<file path="src/hdl/vsfs_pkg.sv">
package vsfs_pkg;

   localparam int STRIP_COUNT_DEF      = 7;
   localparam int PIXELS_PER_STRIP_DEF = 128;

   localparam int COORD_W   = 7;
   localparam int TIME_W    = 16;
   localparam int CH_W      = 8;
   localparam int STRIP_W   = 4;
   localparam int SUM_W     = 16;
   localparam int ROOT_W    = 16;
   localparam int NUM_W     = 23;
   localparam int SCALE_W   = 17;
   localparam int COLOUR_W  = 3 * CH_W;

   localparam int CSR_INDEX_W = 3;
   localparam int CSR_DATA_W  = 16;

   localparam logic [CSR_INDEX_W-1:0] CSR_CENTER_X      = 3'd0;
   localparam logic [CSR_INDEX_W-1:0] CSR_CENTER_Y      = 3'd1;
   localparam logic [CSR_INDEX_W-1:0] CSR_CENTER_Z      = 3'd2;
   localparam logic [CSR_INDEX_W-1:0] CSR_SPHERE_RADIUS = 3'd3;
   localparam logic [CSR_INDEX_W-1:0] CSR_ELAPSED_TIME  = 3'd4;

   localparam logic [COORD_W-1:0] RADIUS_RESET = 7'd16;

   // Reciprocal of the ramp step length: floor(n / 1000) == (n * RECIP) >> RECIP_SHIFT
   // for every n below 2^18.
   localparam logic [18:0] RECIP       = 19'd268436;
   localparam int          RECIP_SHIFT = 28;

   typedef struct packed {
      logic [CH_W-1:0] red;
      logic [CH_W-1:0] green;
      logic [CH_W-1:0] blue;
   } rgb_type;

endpackage

</file>
<file path="src/hdl/vsfs_div.sv">
module vsfs_div
   import vsfs_pkg::*;
#(
   parameter int META_W = 8
) (
   input  logic               clock,
   input  logic               reset,
   input  logic               enable,
   input  logic [COORD_W-1:0] divisor,
   input  logic               in_valid,
   input  logic [NUM_W-1:0]   in_num,
   input  logic [META_W-1:0]  in_meta,
   output logic               out_valid,
   output logic [NUM_W-1:0]   out_quot,
   output logic [META_W-1:0]  out_meta
);

   localparam int STAGES = NUM_W;

   logic               valid_ff [0:STAGES-1];
   logic [COORD_W-1:0] rem_ff   [0:STAGES-1];
   logic [NUM_W-1:0]   dq_ff    [0:STAGES-1];
   logic [META_W-1:0]  meta_ff  [0:STAGES-1];

   for (genvar k = 0; k < STAGES; k++) begin : g_stage
      logic               valid;
      logic [COORD_W-1:0] rem;
      logic [NUM_W-1:0]   dq;
      logic [META_W-1:0]  meta;
      logic [COORD_W:0]   part, diff;
      logic               take;

      if (k == 0) begin : g_first
         assign valid = in_valid;
         assign rem   = '0;
         assign dq    = in_num;
         assign meta  = in_meta;
      end else begin : g_next
         assign valid = valid_ff[k-1];
         assign rem   = rem_ff[k-1];
         assign dq    = dq_ff[k-1];
         assign meta  = meta_ff[k-1];
      end

      assign part = {rem, dq[NUM_W-1]};
      assign take = part >= {1'b0, divisor};
      assign diff = part - {1'b0, divisor};

      always_ff @(posedge clock) begin
         if (reset) begin
            valid_ff[k] <= 1'b0;
         end else if (enable) begin
            valid_ff[k] <= valid;
         end
      end

      always_ff @(posedge clock) begin
         if (enable) begin
            rem_ff[k]  <= take ? diff[COORD_W-1:0] : part[COORD_W-1:0];
            dq_ff[k]   <= {dq[NUM_W-2:0], take};
            meta_ff[k] <= meta;
         end
      end
   end

   assign out_valid = valid_ff[STAGES-1];
   assign out_quot  = dq_ff[STAGES-1];
   assign out_meta  = meta_ff[STAGES-1];

endmodule

</file>
<file path="config.mk">
export PLATFORM = sky130hd
export DESIGN_NAME = vsfs_div
export DESIGN_NICKNAME = d
export VERILOG_FILES = /design/src/hdl/vsfs_pkg.sv /design/src/hdl/vsfs_div.sv
export SDC_FILE = /design/constraint.sdc
export NUM_CORES = 1
export LEC_CHECK = 0
export BUFFER_PORTS_ARGS = -buffer_cell sky130_fd_sc_hd__buf_2
export CAP_MARGIN = 20
export CORE_MARGIN = 4
export CORE_UTILIZATION = 25
export DETAILED_ROUTE_END_ITERATION = 12
export GPL_TIMING_DRIVEN = 1
export PLACE_DENSITY = 0.5
export SYNTH_ARGS = -nofsm -noshare
export SYNTH_HDL_FRONTEND = slang
export SYNTH_SLANG_ARGS = --single-unit
</file>
<file path="constraint.sdc">
create_clock -name clock -period 4.2 [get_ports clock]
set_input_delay 0.21 -clock clock [delete_from_list [all_inputs] [get_ports clock]]
set_output_delay 0.21 -clock clock [all_outputs]
set_load 0.03 [all_outputs]
</file>
### Word-level counts from Yosys, hierarchy flattened

Memory sizes are Yosys's and may differ from the RTL's.
Cells that the tools add are included.

* flip-flop bits (word level): 0
* bits in writable memories: 897
* output and inout port bits: 32
* memories: 4

* $add $sub $neg: 23
* $lt $le $gt $ge: 23
* mux-type cells: 52
* bitwise logic cells: 23

Memories
* dq_ff: words 23, bits a word 23, rd ports 23, clocked after memory_dff 0, write ports 23, RTL line vsfs_div.sv:22 `logic [NUM_W-1:0] dq_ff [0:STAGES-1];`
* meta_ff: words 23, bits a word 8, rd ports 23, clocked after memory_dff 0, write ports 23, RTL line vsfs_div.sv:23 `logic [META_W-1:0] meta_ff [0:STAGES-1];`
* rem_ff: words 23, bits a word 7, rd ports 22, clocked after memory_dff 0, write ports 23, RTL line vsfs_div.sv:21 `logic [COORD_W-1:0] rem_ff [0:STAGES-1];`
* valid_ff: words 23, bits a word 1, rd ports 23, clocked after memory_dff 0, write ports 23, RTL line vsfs_div.sv:20 `logic valid_ff [0:STAGES-1];`

Operator list (count)
* $ge A8 B7 Y1: 22
* $mux W7: 23
* $sub A7 B7 Y7: 22
* $mux W1: 29
* $or A1 B1 Y1: 23
* $ge A1 B7 Y1: 1
* $sub A1 B7 Y7: 1

### Depth between registers and ports, before layout

Gate-level depths: netlist (run 1).

* word-level depth: 4
* gate-level depth with buffers: 9

### Worst setup path before layout (run 1)

Ideal clock, no wire load.

* path kind: input -> register
* start point: in divisor[2]
* end point: mem rem_ff[1][3], in the netlist rem_ff[0][10] (data pin)
* library setup time: 0.260 ns
* arrival time: 2.095 ns
* slack: 1.844 ns
* stages on the path: 8
* buffers on the path: 1
* cells stage by stage: inv_1 -> ha_1 -> nand2b_1 -> a21oi_1 -> nand3b_1 -> a311o_1 -> buf_6 -> mux2_4

RTL lines
* start, declared: RTL line vsfs_div.sv:9 `input logic [COORD_W-1:0] divisor,`
* end, declared: RTL line vsfs_div.sv:21

==> results of run 1 <==
-- cells in the mapped netlist (all sizes together), types with 20 or more instances --
cell type / instances / area share
nand2b: 23 / 0.0040
nor3: 46 / 0.0064
nand4: 22 / 0.0038
nand3b: 24 / 0.0050
o21a: 22 / 0.0046
fa: 21 / 0.012
edfxtp: 890 / 0.74
a21oi: 68 / 0.0094
ha: 156 / 0.054
inv: 92 / 0.0095
a311o: 25 / 0.0069
mux2: 105 / 0.043
o2111ai: 35 / 0.0085
nor2b: 25 / 0.0043
nand2: 31 / 0.0033
and2: 24 / 0.0041
nor2: 166 / 0.018
mux2i: 64 / 0.018
xnor2: 21 / 0.0051
o21ai: 77 / 0.013
nor3b: 20 / 0.0041
-- cell type report --
class / instances / area [sq um]
well taps: 1903 / 2380
flip-flops and latches: 890 / 26700
clock buffers: 125 / 2620
clock inverters: 62 / 597
fillers: 14109 / 101000
inverters: 92 / 345
multi-input cells: 1077 / 9020
repair buffers: 118 / 877
-- sequential cells by signal, indices dropped and copies added (netlist names) --
name / count
rem_ff: 154
meta_ff: 184
valid_ff: 23
dq_ff: 529
-- metal layers --
metal	routed length, um	part of all wire
met3	2430	0.041
met2	27600	0.47
met4	1720	0.029
met1	27500	0.46
met5	0	0
-- metrics by stage --
stage	hold WS [ns]	setup WS [ns]	utilization	area, sq um
finish	0.0279	1.45	0.296	42600
global route	0.00547	1.39	0.296	42600
CTS	0.140	1.46	0.296	42500
detailed placement	0.388	1.11	0.271	39000
global placement	0.387	1.14	0.271	39000
floorplan	0.309	1.84	-	36200
-- power by group through the flow --
| stage | Sequential [mW] | Combinational [mW] | Clock (mW) |
|---|---|---|---|
| final | 11.8 | 6.35 | 8.50 |
| after global routing | 12.0 | 7.10 | 9.26 |
| after CTS | 11.9 | 6.38 | 8.91 |
| after detailed placement | 12.1 | 6.33 | 0 |
| after global placement | 12.1 | 6.25 | 0 |
| after floorplan | 11.8 | 5.27 | 0 |
-- cells by family after synthesis --
family	share of synthesized area
AO/OA/AOI/OAI	0.0524
XOR/XNOR	0.00532
flip-flops	0.738
multiplexers	0.0607
AND/OR/NAND/NOR	0.0650
buffers and inverters	0.0136
adder cells (fa/ha/maj)	0.0655
-- worst min-delay path by stage --
stage	from	to	cells past startpoint
after floorplan	in_num[9]	dq_ff[0][10]	0
after detailed placement	in_num[19]	dq_ff[0][20]	1
after global placement	in_num[19]	dq_ff[0][20]	1
after CTS	in_num[18]	dq_ff[0][19]	2
after global routing	reset	valid_ff[4][2]	3
final	reset	valid_ff[5][2]	3
-- worst min-delay path, cell delays in order --
cell     delay [ns]
buf_2          0.08
nor2b_1        0.09
and2_1         0.17
==> results.sh, run 1 <==
export IMPL_status="finished, final reports clean"
export IMPL_cts_resized=0
export IMPL_worst_path_stages=8
export IMPL_hold_viol=0
export IMPL_ioPinCount=74
export IMPL_synthCells=2074
export IMPL_nNetsFinal=2499
export IMPL_power_density_nw_per_um2=627
export IMPL_rows=139
export IMPL_firstDrtPassIters=5
export IMPL_post_cts_buffers=0
export IMPL_grt_first_pass_wirelength_mm=94.9
export IMPL_post_route_period_util=0.655
export IMPL_startpoint="divisor[4]"
export IMPL_p_clk_frac=0.318
export IMPL_place_inst=4045
export IMPL_rsz0062_at_grt="false"
export IMPL_area_growth_pct=17.5
export IMPL_grt_pass1_vias=17338
export IMPL_syn_num_nets=2293
export IMPL_worst_pin_slew_ns=0.962
export IMPL_final_common_cell="edfxtp_1"
export IMPL_dp_final_hpwl_mm=34.0
export IMPL_grt_usage=0.0777
export IMPL_grt_met1_usage=0.102
export IMPL_rr_endpoint="rem_ff[0][53]"
export IMPL_wire_per_inst_um=13.9
export IMPL_via_count=17326
export IMPL_drive_above_1_share=0.158
export IMPL_synth_edf_count=890
export IMPL_ys_seq_area_frac=0.738
export IMPL_antenna_cells=0
export IMPL_drtAntennaViolNets=0
export IMPL_async_reset_ff_frac=0
export IMPL_slew_viol_final=0
export IMPL_drc_errors=0
export IMPL_cts_reportedPaths_clkPinSlew_ns=0.06
export IMPL_layout_common_cells="890 x edfxtp_1, 156 x ha_1, 153 x nor2_1"
export IMPL_fin_skew_ns=0.0265
export IMPL_wl_mm=59.2
export IMPL_criticalPathCategory="input port to flop"
export IMPL_cap_violations=0
export IMPL_end_kind="flop"
export IMPL_hp_class="input port to flop"
export IMPL_clock_sinks=890
export IMPL_setup_viol=0
export IMPL_cts_htree_levels=3
export IMPL_grt_use_met3=0.0200
export IMPL_clkLatencyLatePin_ns=0.69
export IMPL_r2r_slack_ns=1.59
export IMPL_yosys_cell_types_count=48
export IMPL_syn_area_sq_um=36200
export IMPL_ff2ff_path_depth=8
export IMPL_die_w_um=389
export IMPL_grt_busiest_layer="met2"
export IMPL_timing_rr_start="dq_ff[6][22]"
export IMPL_required_ns=4.62
export IMPL_yosys_register_bits=890
export IMPL_cts_tree="built"
export IMPL_dr_first_iter_drc_count=1000
export IMPL_power_total_mw=26.7
export IMPL_avgSynthCellArea_sq_um=17.5
export IMPL_p_leak_nw=15.3
export IMPL_antenna_found_initial=1
export IMPL_holdBufCountCts=34
export IMPL_critPathArrivalTime_ns=3.17
export IMPL_die_h_um=389
export IMPL_clock_path_buffers=3
export IMPL_critPathMaxStageDelay_ns=0.62
export IMPL_p_seq_frac=0.444
export IMPL_synthFlopType="edfxtp_1"
export IMPL_cts_buffers=101
export IMPL_combPwrFrac=0.238
export IMPL_grt_max_degree=153
export IMPL_worst_path_buf_inv=3
export IMPL_crit_chain="dlygate4sd3_1 > buf_2 > inv_2 > ha_1 > o21ai_0 > nand2_1 > a311o_1 > mux2_4"
export IMPL_vdd_drop_max_mv=0.362
export IMPL_relSlewSlack=0.359
export IMPL_p_switching_mw=7.26
export IMPL_clockRootBuffer="clkbuf_16"
export IMPL_grt_use_met2=0.124
export IMPL_post_route_min_period_ns=2.75
export IMPL_crit_fanout=22
export IMPL_grt_ovfl_total=0
export IMPL_path_delay_family="buffers and inverters"
export IMPL_start_kind="input port"
export IMPL_core_sq_um=144000
export IMPL_die_area_sq_um=151000
export IMPL_place_gp_congestion=0.771
export IMPL_fmax_mhz=364
export IMPL_yosys_warnings=0
export IMPL_p_int_mw=19.5
export IMPL_finalSetupTns_ns=0
export IMPL_viasPerCell=4.06
export IMPL_portBuffers=73
export IMPL_crit_slowest_cell="inv_2"
export IMPL_initial_core_util=0.252
export IMPL_fin_cells=4267
export IMPL_switching_share=0.272
export IMPL_crit_path_end="rem_ff[2][39]"
No activity file was read; power rests on OpenSTA's default activity.
==> run 2: changes to the inputs <==
--- a/config.mk
+++ b/config.mk
@@ -11,7 +11,7 @@
 export CORE_UTILIZATION = 25
 export DETAILED_ROUTE_END_ITERATION = 12
 export GPL_TIMING_DRIVEN = 1
-export PLACE_DENSITY = 0.5
+export PLACE_DENSITY = 0.51
 export SYNTH_ARGS = -nofsm -noshare
 export SYNTH_HDL_FRONTEND = slang
 export SYNTH_SLANG_ARGS = --single-unit
==> constraint.sdc (replaced) <==
create_clock -name clock -period 2.38 [get_ports clock]
set_input_delay 0.119 -clock clock [delete_from_list [all_inputs] [get_ports clock]]
set_output_delay 0.119 -clock clock [all_outputs]
set_load 0.03 [all_outputs]
==> results.sh, run 2 (synthesis results as in run 1) <==
export IMPL_status="finished, final reports clean"
export IMPL_fmax_mhz=434
export IMPL_via_count=18085
export IMPL_grt_pass1_vias=18134
export IMPL_critPathArrivalTime_ns=2.72
export IMPL_fillers=14054
export IMPL_wire_per_inst_um=13.5
export IMPL_worst_pin_slew_ns=0.686
export IMPL_cap_violations=0
export IMPL_wl_met3_mm=2.47
export IMPL_cts_buffers=98
export IMPL_hold_path_depth=5
export IMPL_end_kind="flop"
export IMPL_seqCellArea_sq_um=26700
export IMPL_start_kind="flop"
export IMPL_multiInputGateArea_sq_um=9320
export IMPL_p_leak_nw=16.3
export IMPL_setup_ws_ns=0.0762
export IMPL_path_delay_family="adder cells"
export IMPL_relSlewSlack=0.543
export IMPL_portBuffers=73
export IMPL_crit_chain="inv_1 > ha_2 > fa_2 > nand2b_1 > a21oi_2 > nor4bb_4 > o21ai_4 > buf_12 > mux2_4"
export IMPL_drc_errors=0
export IMPL_dp_final_hpwl_mm=36.4
export IMPL_setup_viol=0
export IMPL_clock_path_buffers=3
export IMPL_post_route_min_period_ns=2.30
export IMPL_grt_first_pass_wirelength_mm=96.1
export IMPL_core_sq_um=144000
export IMPL_whs_endpoint="rem_ff[0][5]"
export IMPL_viasPerCell=4.08
export IMPL_vdd_drop_max_mv=0.528
export IMPL_largest_register_ffs=529
export IMPL_dr_max_layer_used="met4"
export IMPL_slew_viol_final=0
export IMPL_finalSetupTns_ns=0
export IMPL_crit_slowest_cell="fa_2"
export IMPL_grt_ovfl_total=0
export IMPL_rr_endpoint="rem_ff[2][18]"
export IMPL_required_ns=2.80
export IMPL_area_growth_pct=22.4
export IMPL_post_route_period_util=0.968
export IMPL_clkLatencyLatePin_ns=0.70
export IMPL_rows=139
export IMPL_drtAntennaViolNets=0
export IMPL_final_common_cell="edfxtp_1"
export IMPL_ff2ff_path_depth=9
export IMPL_r2r_slack_ns=0.08
export IMPL_cts_tree="built"
export IMPL_grt_max_degree=116
export IMPL_wl_met1_mm=28.1
export IMPL_die_area_sq_um=151000
export IMPL_biggestRegsByFlops="dq_ff x529, meta_ff x184, rem_ff x154"
export IMPL_dr_first_iter_drc_count=975
export IMPL_holdWs_ns=0.117
export IMPL_die_w_um=389
export IMPL_power_total_mw=48.7
export IMPL_wl_met2_mm=27.4
export IMPL_antenna_found_initial=0
export IMPL_nNetsFinal=2665
export IMPL_wl_mm=59.7
export IMPL_critPathMaxStageDelay_ns=0.36
export IMPL_clockRootBuffer="clkbuf_16"
export IMPL_ioPinCount=74
export IMPL_hold_start="divisor[5]"
export IMPL_initial_core_util=0.252
export IMPL_regMostFlops="dq_ff"
export IMPL_cts_reportedPaths_clkPinSlew_ns=0.06
export IMPL_clock_sinks=890
export IMPL_place_gp_congestion=0.784
export IMPL_hold_viol=0
export IMPL_fin_skew_ns=0.0275
export IMPL_grt_usage=0.0786
export IMPL_drive_above_1_share=0.243
export IMPL_criticalPathCategory="flop to flop"
export IMPL_hp_class="input port to flop"
export IMPL_power_density_nw_per_um2=1100
export IMPL_crit_fanout=8
export IMPL_post_place_ws_ns=-0.337
export IMPL_timing_rr_start="dq_ff[17][22]"
export IMPL_die_h_um=389
export IMPL_worst_path_buf_inv=2
export IMPL_layout_common_cells="890 x edfxtp_1, 154 x buf_4, 153 x nor2_1"
export IMPL_antenna_cells=0
export IMPL_firstDrtPassIters=4
export IMPL_cts_htree_levels=3
export IMPL_post_route_util=0.308
-- run 2: final cells by class --
type	count	area share
Tap cell	1903	0.0537
Sequential cell	890	0.603
Clock buffer	119	0.0576
Inverter	92	0.00779
Clock inverter	65	0.0147
Timing Repair Buffer	287	0.0533
Multi-Input combinational cell	1077	0.210
-- run 2: worst max path at each step --
stage / from / end / slack, ns / cells after the start
global placement: divisor[0] / rem_ff[2][40] / -0.37 / 9
CTS: dq_ff[16][22] / rem_ff[2][10] / 0.003 / 8
floorplan: divisor[2] / rem_ff[0][10] / 0.12 / 8
global route: dq_ff[17][22] / rem_ff[2][18] / -0.02 / 9
detailed placement: divisor[0] / rem_ff[1][9] / -0.34 / 9
finish: dq_ff[17][22] / rem_ff[2][18] / 0.08 / 9
-- run 2: repair_timing --
| item | in CTS | in global routing |
|---|---|---|
| buffers inserted | 6 | 3 |
| gates resized for setup | 13 | 65 |
| setup endpoints to repair | 106 | 131 |
| pin swaps | 5 | 25 |
| hold buffers | 37 | 0 |
| hold endpoints to repair | 166 | 0 |
-- run 2: routing by layer --
metal,GRT usage,vias to the layer above
li1,-,8900
met1,0.103,8821
met2,0.124,243
met3,0.0214,121
met4,0.0297,0
met5,0,-
-- run 2: power by group --
part | switching (mW) | internal (mW) | leakage (nW) | total, mW
Clock | 6.28 | 8.69 | 1.54 | 15.0
Sequential | 0.854 | 20.0 | 8.71 | 20.9
Combinational | 5.97 | 6.91 | 6.04 | 12.9
Total | 13.1 | 35.6 | 16.3 | 48.7
-- run 2: per-stage QoR --
stage	cell area (sq um)	cells
4_1_cts	44000	4430
2_1_floorplan	36200	2074
3_5_place_dp	40300	4203
5_1_grt	44300	4433
3_3_place_gp	40300	4203
6_report	44300	4433
-- run 2: worst reg2reg max path: stages, from the launching register on --
cell      delay [ns]
edfxtp_1        0.34
inv_1           0.08
ha_2            0.19
fa_2            0.36
nand2b_1        0.20
a21oi_2         0.23
nor4bb_4        0.08
o21ai_4         0.15
buf_12          0.14
mux2_4          0.29
==> run 3: changes to the inputs <==
--- a/config.mk
+++ b/config.mk
@@ -8,10 +8,11 @@
 export BUFFER_PORTS_ARGS = -buffer_cell sky130_fd_sc_hd__buf_2
 export CAP_MARGIN = 20
 export CORE_MARGIN = 4
-export CORE_UTILIZATION = 25
+export CORE_UTILIZATION = 45
 export DETAILED_ROUTE_END_ITERATION = 12
 export GPL_TIMING_DRIVEN = 1
-export PLACE_DENSITY = 0.51
+export PLACE_DENSITY = 0.74
+export SLEW_MARGIN = 20
 export SYNTH_ARGS = -nofsm -noshare
 export SYNTH_HDL_FRONTEND = slang
 export SYNTH_SLANG_ARGS = --single-unit
==> results.sh, run 3 (synthesis results as in run 1) <==
export IMPL_rsz0062_at_grt="true"
export IMPL_place_inst=3309
export IMPL_end_kind="flop"
export IMPL_firstDrtPassIters=6
export IMPL_die_h_um=292
export IMPL_grt_first_pass_wirelength_mm=94.4
export IMPL_initial_core_util=0.456
export IMPL_place_gp_congestion=0.842
export IMPL_regMostFlops="dq_ff"
export IMPL_via_count=18355
export IMPL_postLayoutCellArea_sq_um=42800
export IMPL_layout_common_cells="890 x edfxtp_1, 153 x nor2_1, 149 x ha_1"
export IMPL_hp_class="input port to flop"
export IMPL_power_total_mw=47.5
export IMPL_criticalPathCategory="flop to flop"
export IMPL_drc_errors=0
export IMPL_die_area_sq_um=85100
export IMPL_area_growth_pct=18.1
export IMPL_required_ns=2.76
export IMPL_p_leak_nw=16.0
export IMPL_worst_pin_slew_ns=0.691
export IMPL_fin_cells=3516
export IMPL_fmax_mhz=428
export IMPL_drive_above_1_share=0.232
export IMPL_largest_register_ffs=529
export IMPL_hold_viol=0
export IMPL_crit_chain="inv_1 > ha_1 > fa_1 > nand2b_1 > a21oi_2 > nor4bb_2 > o21ai_4 > mux2_4"
export IMPL_fin_skew_ns=0.0340
export IMPL_viasPerCell=5.22
export IMPL_dr_first_iter_drc_count=1586
export IMPL_cts_buffers=93
export IMPL_biggestRegsByFlops="dq_ff x529, meta_ff x184, rem_ff x154"
export IMPL_nNetsFinal=2612
export IMPL_seqCellArea_sq_um=26700
export IMPL_critPathMaxStageDelay_ns=0.40
export IMPL_holdWs_ns=0.112
export IMPL_clock_sinks=890
export IMPL_clock_path_buffers=3
export IMPL_drtAntennaViolNets=0
export IMPL_cts_tree="built"
export IMPL_portBuffers=73
export IMPL_antenna_found_initial=0
export IMPL_grt_max_degree=75
export IMPL_cts_htree_levels=3
export IMPL_post_route_min_period_ns=2.34
export IMPL_r2r_slack_ns=0.04
export IMPL_multiInputGateArea_sq_um=9390
export IMPL_core_sq_um=79400
export IMPL_relSlewSlack=0.536
export IMPL_start_kind="flop"
export IMPL_cts_reportedPaths_clkPinSlew_ns=0.06
export IMPL_clkLatencyLatePin_ns=0.65
export IMPL_crit_fanout=6
export IMPL_clockRootBuffer="clkbuf_16"
export IMPL_wire_per_inst_um=16.5
export IMPL_setup_viol=0
export IMPL_place_area_sq_um=39000
export IMPL_critPathArrivalTime_ns=2.72
export IMPL_die_w_um=292
export IMPL_ioPinCount=74
export IMPL_grt_usage=0.135
export IMPL_grt_pass1_vias=18795
export IMPL_crit_slowest_cell="fa_1"
export IMPL_slew_viol_final=0
export IMPL_vdd_drop_max_mv=0.708
export IMPL_antenna_cells=0
export IMPL_rows=103
export IMPL_wl_mm=58.1
export IMPL_grt_ovfl_total=0
export IMPL_dp_final_hpwl_mm=36.5
export IMPL_post_route_period_util=0.982
export IMPL_power_density_nw_per_um2=1110
export IMPL_fillers=6196
export IMPL_cap_violations=0
export IMPL_final_common_cell="edfxtp_1"
export IMPL_post_route_util=0.539
export IMPL_status="finished, final reports clean"
[run 3: cell types whose count changed in the layout (fill, tap and decap cells not counted), sizes merged]
cell	delta
dlygate4sd3	-3
clkinv	+7
buf	-45
inv	-2
bufinv	-4
clkbuf	-11
clkinvlp	-6
[run 3: timing repair]
action / in CTS / in global routing
setup buffers: 1 / 4
hold endpoints to repair: 58 / 0
pin swaps: 9 / 31
gates resized for setup: 17 / 79
setup endpoints to repair: 98 / 140
hold buffers: 34 / 0
[run 3: per-layer routing]
metal / vias to the layer above / track usage / part of all wire
met5: - / 0 / 0
met4: 0 / 0.0549 / 0.033
met3: 149 / 0.0253 / 0.048
met2: 458 / 0.228 / 0.49
met1: 8961 / 0.172 / 0.43
li1: 8787 / - / -
[run 3: final cells by class]
| cell class | instances | share of cell area |
|---|---|---|
| repair buffers | 239 | 0.0477 |
| clock buffers | 108 | 0.0557 |
| flip-flops and latches | 890 | 0.625 |
| clock inverters | 60 | 0.0139 |
| multi-input cells | 1077 | 0.219 |
| inverters | 92 | 0.00807 |
| well taps | 1050 | 0.0307 |
[run 3: per-stage QoR]
step	setup TNS, ns	worst slack (ns)
global route	-0.320	-0.0299
finish	0	0.0426
floorplan	0	0.115
detailed placement	-24.20	-0.253
CTS	0	0.00415
global placement	-16.75	-0.187
[run 3: path summary, 6_finish.rpt]
check                              startpoint        endpoint  cells after the start
worst min-delay path                    reset  valid_ff[4][2]                      4
worst max register to register  dq_ff[13][22]   rem_ff[1][46]                      8
worst min register to register   dq_ff[14][1]    dq_ff[15][2]                      0
worst max-delay path            dq_ff[13][22]   rem_ff[1][46]                      8
[run 3: report_power, final]
group          internal (mW)  leakage (nW)  switching, mW
registers               20.0          8.71          0.933
clock network           7.82          1.43           5.97
logic                   6.55          5.81           6.17
total                   34.4          16.0           13.1
[run 3: critical path: cells and delay by family, from the launching register on]
family	cells	cell delay, ns
adder cells (fa/ha/maj)	2	0.62
AO/OA/AOI/OAI	2	0.44
multiplexers	1	0.33
flip-flops	1	0.32
AND/OR/NAND/NOR	2	0.31
buffers and inverters	1	0.08
